File: config.mk
export PLATFORM = sky130hd
export DESIGN_NAME = multi_queue_priority_deque_top
export DESIGN_NICKNAME = d
export VERILOG_FILES = /design/src/rtl/mqpd_pkg.sv /design/src/rtl/mqpd_ram.sv /design/src/rtl/mqpd_ctrl.sv /design/src/rtl/multi_queue_priority_deque_top.sv
export SDC_FILE = /design/constraint.sdc
export NUM_CORES = 2
export LEC_CHECK = 0
export BUFFER_PORTS_ARGS = -buffer_cell sky130_fd_sc_hd__buf_2
export CORE_UTILIZATION = 47
export CTS_BUF_LIST = sky130_fd_sc_hd__clkbuf_8
export DETAILED_ROUTE_END_ITERATION = 16
export GPL_TIMING_DRIVEN = 0
export REMOVE_ABC_BUFFERS = 1
export SLEW_MARGIN = 5
export SYNTH_ARGS = -nofsm -noshare
export SYNTH_HDL_FRONTEND = slang
export SYNTH_SLANG_ARGS = --single-unit
File: constraint.sdc
create_clock -name clk -period 11.15 [get_ports clk]
set_input_delay 1.6725 -clock clk [delete_from_list [all_inputs] [get_ports clk]]
set_output_delay 1.6725 -clock clk [all_outputs]
set_load 0.02 [all_outputs]
File: src/rtl/mqpd_pkg.sv
// Shared types, codes and default sizes for the multi-queue priority deque.
package mqpd_pkg;

    // Default sizes
    localparam int NUM_QUEUES_DEF  = 20;
    localparam int QUEUE_DEPTH_DEF = 5;
    localparam int ID_BITS_DEF     = 16;

    // Request codes
    localparam logic OP_ADD  = 1'b0;
    localparam logic OP_TAKE = 1'b1;

    // Result status codes
    localparam logic [1:0] ST_ADDED = 2'd0;
    localparam logic [1:0] ST_FULL  = 2'd1;
    localparam logic [1:0] ST_TAKEN = 2'd2;
    localparam logic [1:0] ST_EMPTY = 2'd3;

    // Result control handed from the queue controller through the access stage to the result stage
    typedef struct packed {
        logic [1:0] status;
        logic       taken;
    } mqpd_res_t;

endpackage

File: src/rtl/mqpd_ram.sv
// Generic single-port RAM with registered read data.
module mqpd_ram #(
    parameter int WIDTH = 8,
    parameter int DEPTH = 16,
    localparam int AW   = (DEPTH > 1) ? $clog2(DEPTH) : 1
) (
    input  logic             clk,
    input  logic             we,
    input  logic             re,
    input  logic [AW-1:0]    addr,
    input  logic [WIDTH-1:0] wdata,
    output logic [WIDTH-1:0] rdata
);

    logic [WIDTH-1:0] mem [0:DEPTH-1];
    logic [WIDTH-1:0] rdata_reg;

    // Write or read one entry; read data holds until the next read
    always_ff @(posedge clk)
    begin
        if (we)
        begin
            mem[addr] <= wdata;
        end
        if (re)
        begin
            rdata_reg <= mem[addr];
        end
    end

    assign rdata = rdata_reg;

endmodule

File: src/rtl/mqpd_ctrl.sv
// Queue controller: head and fill count per queue, slot selection and entry access.
module mqpd_ctrl #(
    parameter int NUM_QUEUES  = mqpd_pkg::NUM_QUEUES_DEF,
    parameter int QUEUE_DEPTH = mqpd_pkg::QUEUE_DEPTH_DEF,
    parameter int ID_BITS     = mqpd_pkg::ID_BITS_DEF,
    localparam int QI_W   = (NUM_QUEUES > 1) ? $clog2(NUM_QUEUES) : 1,
    localparam int CNT_W  = $clog2(QUEUE_DEPTH + 1),
    localparam int ENT_W  = ID_BITS + 1,
    localparam int ADDR_W = (NUM_QUEUES * QUEUE_DEPTH > 1) ?
                            $clog2(NUM_QUEUES * QUEUE_DEPTH) : 1
) (
    input  logic               clk,
    input  logic               rst_n,
    input  logic               fire,
    input  logic               operation,
    input  logic [QI_W-1:0]    queue_index,
    input  logic [ID_BITS-1:0] item_id,
    input  logic               urgent,
    output logic               ram_we,
    output logic               ram_re,
    output logic [ADDR_W-1:0]  ram_addr,
    output logic [ENT_W-1:0]   ram_wdata,
    output mqpd_pkg::mqpd_res_t res,
    output logic [CNT_W-1:0]   new_length
);

    localparam int PTR_W = (QUEUE_DEPTH > 1) ? $clog2(QUEUE_DEPTH) : 1;
    localparam int SUM_W = CNT_W + 1;

    logic [PTR_W-1:0] head_reg [0:NUM_QUEUES-1];
    logic [CNT_W-1:0] cnt_reg  [0:NUM_QUEUES-1];

    logic              q_ok;
    logic [QI_W-1:0]   q_sel;
    logic [PTR_W-1:0]  head;
    logic [CNT_W-1:0]  count;
    logic [PTR_W-1:0]  head_dec;
    logic [PTR_W-1:0]  head_inc;
    logic [SUM_W-1:0]  tail_sum;
    logic [PTR_W-1:0]  tail;
    logic [PTR_W-1:0]  slot;
    logic [PTR_W-1:0]  head_next;
    logic [CNT_W-1:0]  cnt_next;
    logic              upd;
    logic              we_c;
    logic              re_c;

    // Look up the addressed queue
    assign q_ok  = {1'b0, queue_index} < (QI_W + 1)'(NUM_QUEUES);
    assign q_sel = q_ok ? queue_index : '0;
    assign head  = head_reg[q_sel];
    assign count = cnt_reg[q_sel];

    // Wrap positions within the queue's ring
    assign head_dec = (head == '0) ? PTR_W'(QUEUE_DEPTH - 1) : head - 1'b1;
    assign head_inc = (head == PTR_W'(QUEUE_DEPTH - 1)) ? '0 : head + 1'b1;
    assign tail_sum = SUM_W'(head) + SUM_W'(count);
    assign tail     = (tail_sum >= SUM_W'(QUEUE_DEPTH)) ?
                      PTR_W'(tail_sum - SUM_W'(QUEUE_DEPTH)) : PTR_W'(tail_sum);

    // Decide the outcome of the request
    always_comb
    begin
        res.status = mqpd_pkg::ST_FULL;
        res.taken  = 1'b0;
        new_length = '0;
        slot       = head;
        head_next  = head;
        cnt_next   = count;
        upd        = 1'b0;
        we_c       = 1'b0;
        re_c       = 1'b0;
        if (!q_ok)
        begin
            res.status = (operation == mqpd_pkg::OP_TAKE) ?
                         mqpd_pkg::ST_EMPTY : mqpd_pkg::ST_FULL;
        end
        else
        begin
            unique case (operation)
                mqpd_pkg::OP_ADD:
                begin
                    if (count >= CNT_W'(QUEUE_DEPTH))
                    begin
                        res.status = mqpd_pkg::ST_FULL;
                        new_length = count;
                    end
                    else
                    begin
                        res.status = mqpd_pkg::ST_ADDED;
                        cnt_next   = count + 1'b1;
                        new_length = cnt_next;
                        upd        = 1'b1;
                        we_c       = 1'b1;
                        if (urgent)
                        begin
                            slot      = head_dec;
                            head_next = head_dec;
                        end
                        else
                        begin
                            slot = tail;
                        end
                    end
                end
                mqpd_pkg::OP_TAKE:
                begin
                    if (count == '0)
                    begin
                        res.status = mqpd_pkg::ST_EMPTY;
                    end
                    else
                    begin
                        res.status = mqpd_pkg::ST_TAKEN;
                        res.taken  = 1'b1;
                        cnt_next   = count - 1'b1;
                        new_length = cnt_next;
                        head_next  = head_inc;
                        upd        = 1'b1;
                        re_c       = 1'b1;
                    end
                end
                default:
                begin
                    res.status = mqpd_pkg::ST_FULL;
                end
            endcase
        end
    end

    // Drive the entry RAM
    assign ram_we    = fire & we_c;
    assign ram_re    = fire & re_c;
    assign ram_addr  = ADDR_W'(ADDR_W'(q_sel) * ADDR_W'(QUEUE_DEPTH)) + ADDR_W'(slot);
    assign ram_wdata = {urgent, item_id};

    // Update head and fill count of the addressed queue
    always_ff @(posedge clk or negedge rst_n)
    begin
        if (!rst_n)
        begin
            for (int i = 0; i < NUM_QUEUES; i++)
            begin
                head_reg[i] <= '0;
                cnt_reg[i]  <= '0;
            end
        end
        else if (fire && upd)
        begin
            head_reg[q_sel] <= head_next;
            cnt_reg[q_sel]  <= cnt_next;
        end
    end

endmodule

File: src/rtl/multi_queue_priority_deque_top.sv
// A request passes through the input, access and result stage registers in turn.
// Throughput: one request per cycle unless out_ready stalls; each request makes at
// most one access to the single-port entry RAM and one update of its queue's head and count.
// Reset: clears all heads, fill counts and pipeline valid flags at once;
// the entry RAM is not cleared and needs no clearing pass.
// Top level of the multi-queue priority deque.
module multi_queue_priority_deque_top #(
    parameter int NUM_QUEUES  = mqpd_pkg::NUM_QUEUES_DEF,
    parameter int QUEUE_DEPTH = mqpd_pkg::QUEUE_DEPTH_DEF,
    parameter int ID_BITS     = mqpd_pkg::ID_BITS_DEF,
    localparam int QI_W  = (NUM_QUEUES > 1) ? $clog2(NUM_QUEUES) : 1,
    localparam int CNT_W = $clog2(QUEUE_DEPTH + 1)
) (
    input  logic               clk,
    input  logic               rst_n,
    input  logic               in_valid,
    output logic               in_ready,
    input  logic               operation,
    input  logic [QI_W-1:0]    queue_index,
    input  logic [ID_BITS-1:0] item_id,
    input  logic               urgent,
    output logic               out_valid,
    input  logic               out_ready,
    output logic [1:0]         status,
    output logic [ID_BITS-1:0] taken_id,
    output logic               taken_urgent,
    output logic [CNT_W-1:0]   new_length
);

    localparam int ENT_W  = ID_BITS + 1;
    localparam int ENTRIES = NUM_QUEUES * QUEUE_DEPTH;
    localparam int ADDR_W = (ENTRIES > 1) ? $clog2(ENTRIES) : 1;

    // Input stage
    logic               a_valid_reg;
    logic               a_op_reg;
    logic [QI_W-1:0]    a_q_reg;
    logic [ID_BITS-1:0] a_id_reg;
    logic               a_urg_reg;

    // Access stage
    logic                b_valid_reg;
    mqpd_pkg::mqpd_res_t b_res_reg;
    logic [CNT_W-1:0]    b_len_reg;

    // Result stage
    logic               out_valid_reg;
    logic [1:0]         status_reg;
    logic [ID_BITS-1:0] taken_id_reg;
    logic               taken_urgent_reg;
    logic [CNT_W-1:0]   new_length_reg;

    logic                out_free;
    logic                b_move;
    logic                b_free;
    logic                a_move;
    logic                a_free;
    logic                ram_we;
    logic                ram_re;
    logic [ADDR_W-1:0]   ram_addr;
    logic [ENT_W-1:0]    ram_wdata;
    logic [ENT_W-1:0]    ram_rdata;
    mqpd_pkg::mqpd_res_t ctrl_res;
    logic [CNT_W-1:0]    ctrl_len;

    // Advance each stage when the one after it frees up
    assign out_free = !out_valid_reg || out_ready;
    assign b_move   = b_valid_reg && out_free;
    assign b_free   = !b_valid_reg || out_free;
    assign a_move   = a_valid_reg && b_free;
    assign a_free   = !a_valid_reg || b_free;
    assign in_ready = a_free;

    mqpd_ctrl #(
        .NUM_QUEUES  (NUM_QUEUES),
        .QUEUE_DEPTH (QUEUE_DEPTH),
        .ID_BITS     (ID_BITS)
    ) u_ctrl (
        .clk         (clk),
        .rst_n       (rst_n),
        .fire        (a_move),
        .operation   (a_op_reg),
        .queue_index (a_q_reg),
        .item_id     (a_id_reg),
        .urgent      (a_urg_reg),
        .ram_we      (ram_we),
        .ram_re      (ram_re),
        .ram_addr    (ram_addr),
        .ram_wdata   (ram_wdata),
        .res         (ctrl_res),
        .new_length  (ctrl_len)
    );

    mqpd_ram #(
        .WIDTH (ENT_W),
        .DEPTH (ENTRIES)
    ) u_entry_ram (
        .clk   (clk),
        .we    (ram_we),
        .re    (ram_re),
        .addr  (ram_addr),
        .wdata (ram_wdata),
        .rdata (ram_rdata)
    );

    // Track stage occupancy
    always_ff @(posedge clk or negedge rst_n)
    begin
        if (!rst_n)
        begin
            a_valid_reg   <= 1'b0;
            b_valid_reg   <= 1'b0;
            out_valid_reg <= 1'b0;
        end
        else
        begin
            if (a_free)
            begin
                a_valid_reg <= in_valid;
            end
            if (b_free)
            begin
                b_valid_reg <= a_valid_reg;
            end
            if (out_free)
            begin
                out_valid_reg <= b_valid_reg;
            end
        end
    end

    // Hold stage payloads until they advance
    always_ff @(posedge clk)
    begin
        if (in_valid && a_free)
        begin
            a_op_reg  <= operation;
            a_q_reg   <= queue_index;
            a_id_reg  <= item_id;
            a_urg_reg <= urgent;
        end
        if (a_move)
        begin
            b_res_reg <= ctrl_res;
            b_len_reg <= ctrl_len;
        end
        if (b_move)
        begin
            status_reg       <= b_res_reg.status;
            taken_id_reg     <= b_res_reg.taken ? ram_rdata[ID_BITS-1:0] : '0;
            taken_urgent_reg <= b_res_reg.taken & ram_rdata[ID_BITS];
            new_length_reg   <= b_len_reg;
        end
    end

    assign out_valid    = out_valid_reg;
    assign status       = status_reg;
    assign taken_id     = taken_id_reg;
    assign taken_urgent = taken_urgent_reg;
    assign new_length   = new_length_reg;

endmodule

==> qor.yml <==
routing:
  firstDrtPassIters: 8
  drc: 0
  routedWlPerCell_um: 29.26
  vias_per_cell: 6.205
  num_vias: 41710
  drt_iter0_drc: 5043
  wl_um: 196700
  ant_nets: 0
global_routing:
  grt_pass1_wl_um: 284200
  grt_pass1_vias: 40560
  grt_overflow: 0
  grt_max_degree: 75
  grtUsageTotal: 0.2564
  grt_antenna_before_repair: 7
die:
  core_mm2: 0.1503
  start_util: 0.4745
  fp.dieArea_mm2: 0.1533
  die_w_um: 391.5
  fp-row-count: 142
  fp.dieH_um: 391.5
  io_pins: 51
layout:
  area_delta_synth_final_pct: 18.52
  stdcell_area_mm2: 0.08453
  drive_gt1_frac: 0.2057
  final_core_util: 0.5624
  final_cell_mix: "edfxtp_1, a22oi_1, clkbuf_8, nand4_1, o21ai_0"
  largest_reg_flops: 1700
  final_common_cell: "edfxtp_1"
  nNetsFinal: 4552
  fill_cells: 11480
min_path:
  hold_path_end: "new_length[0]"
  hold_depth: 0
  hold_path.class: "register to register"
  holdCritStartpoint: "b_len_reg[0]"
worst_setup_path:
  worstSetupPathType: "register to register"
  reg2reg_depth: 36
  r2r_slack_ns: 0.52
  crit_path_top_delay_cell: "o21ai_0"
  path_max_fanout: 19
  slowest_delay_ns: 0.77
  cp_top_family: "compound AO/OA/AOI/OAI gates"
  r2r_end: "u_entry_ram.rdata[5]"
  r2r-start: "a_q_reg[2]"
  path_common_cell: "buf_6"
  cp.arrival_ns: 11.46
  worstPathRequired_ns: 11.98
  startpoint_type: "register"
  critPathBufInv: 9
  critPathCaptureType: "register"
clock_network:
  clk_latency_ns: 1.02
  cts_setup_buffers: 0
  path_clk_slew_ns: 0.06
  ctsLongestPathBuffers: 4
  htree_num_levels: 5
  ctsRootBufferMaster: "clkbuf_8"
  cts_tree: "yes"
  cts_sinks: 1891
  cts_buffers: 311
synth:
  syn_area_mm2: 0.07132
  ys_warn_count: 0
  syn_avg_cell_area_um2: 17.49
  ys_seq_elements: 1891
  yosysTopAreaCell: "edfxtp_1"
  synth_flop_cell: "edfxtp_1"
  ys_types: 86
  synth_area_leaders: "edfxtp_1, a22oi_1, dfrtp_1"
  ys_seq_area_frac: 0.7876
  async_reset_ff_frac: 0.06504
  syn_inst: 4078
  synth_top_area_share: 0.7444
  synth_edf_count: 1768
timing:
  setup_viol: 0
  setup_slack_ns: 0.5229
  fin_crit_sh: 0.9531
  maxClockFrequency_mhz: 94.10
  drv_slew: 0
  hold_viol_final: 0
  tns_ns: 0
  tightest_slew_ns: 1.338
  period_needed_ns: 10.63
  max_slew_margin: 0.1055
  fin_skew_ns: 0.05834
  rsz0062_at_grt: "no"
placed_design:
  dpl_cell_area_mm2: 0.07925
  io_buffers: 50
  dp_slack_ns: -0.1027
  dpl.hpwl_um: 127200
  gp_congestion: 0.8231
flow_run:
  max_cap_viol_count: 0
pwr:
  irDropWorstVdd_v: 0.0001780
  p_per_area_mw_per_mm2: 245.0
  leakagePower_nw: 27.60
status:
  status: "complete, no violations"
==> metal layers <==
metal  share of wire  GRT usage  vias to the layer above  wire (um)
li1                -          -                    17810          -
met1            0.41     0.3650                    21420      81340
met2            0.47     0.3975                     2145      92200
met3           0.088    0.04841                      341      17250
met4           0.030    0.08749                        0       5888
met5               0          0                        -          0
==> cell usage after synthesis (10+ instances only) <==
master	number
a41oi_1	10
buf_2	34
mux2i_1	22
ha_1	28
nand4_1	206
o211ai_1	55
inv_1	24
o22ai_1	10
mux4_2	36
buf_1	34
o21ai_0	138
a22oi_1	616
nor2_1	173
mux2_4	12
nand2_1	84
mux2_1	24
buf_6	10
clkbuf_1	196
a21oi_1	37
and2_1	23
mux2_2	15
o21ai_1	18
edfxtp_1	1768
dfrtp_1	123
a221oi_1	111
a22o_1	102
==> what timing repair did <==
item,4_1_cts,5_1_grt
endpoints found under the setup margin,7,7
cloned,0,0
gates resized for setup,1,1
hold buffers,0,0
==> power by group <==
| part | leakage, nW | switching, mW | internal (mW) |
|---|---|---|---|
| Sequential | 17.5 | 0.121 | 8.03 |
| Clock | 3.12 | 2.64 | 2.70 |
| Combinational | 6.95 | 4.66 | 2.56 |
| Total | 27.6 | 7.43 | 13.3 |
==> logic make-up after synthesis <==
kind of cell / share of synthesized area
flip-flops: 0.7876
AO/OA/AOI/OAI: 0.1247
AND/OR/NAND/NOR: 0.03946
buffers and inverters: 0.01844
multiplexers: 0.02314
adder cells (fa/ha/maj): 0.005474
XOR/XNOR: 0.001228
==> stage by stage <==
step	power, mW	std cells	hold slack [ns]
after floorplan	12.21	3799	0.4003
after global placement	14.06	5865	0.4022
after detailed placement	15.45	6198	0.4045
after CTS	20.75	6721	0.4172
after global routing	21.48	6722	0.4241
final	20.71	6722	0.4172
==> worst max-delay path by stage <==
stage / end / from / cells past startpoint
after floorplan: u_entry_ram.mem[50][0] / a_q_reg[0] / 24
after global placement: u_entry_ram.mem[58][4] / a_q_reg[0] / 23
after detailed placement: u_entry_ram.rdata[10] / a_q_reg[2] / 33
after CTS: u_entry_ram.rdata[10] / a_q_reg[2] / 35
after global routing: u_entry_ram.rdata[11] / a_q_reg[2] / 33
final: u_entry_ram.rdata[5] / a_q_reg[2] / 36
==> worst register-to-register path: cells and delay by family (launching register included) <==
family,cells,cell delay [ns]
AOI/OAI and AO/OA,14,3.59
adders and majority gates,6,2.17
buffers and inverters,9,1.74
and+or+nand+nor,6,1.71
DFF,1,0.75
muxes,1,0.47
==> final cells by class <==
cell class	count	area (um^2)	area share
Timing Repair Buffer	383	6190	0.07322
Inverter	30	116.4	0.001377
Clock inverter	204	885.9	0.01048
Sequential cell	1891	56170	0.6645
Clock buffer	319	4390	0.05194
Tap cell	2016	2522	0.02984
Antenna cell	1	2.502	0.00002960
Multi-Input combinational cell	1878	14250	0.1686
Note: power is estimated with default switching activity, not from simulation.
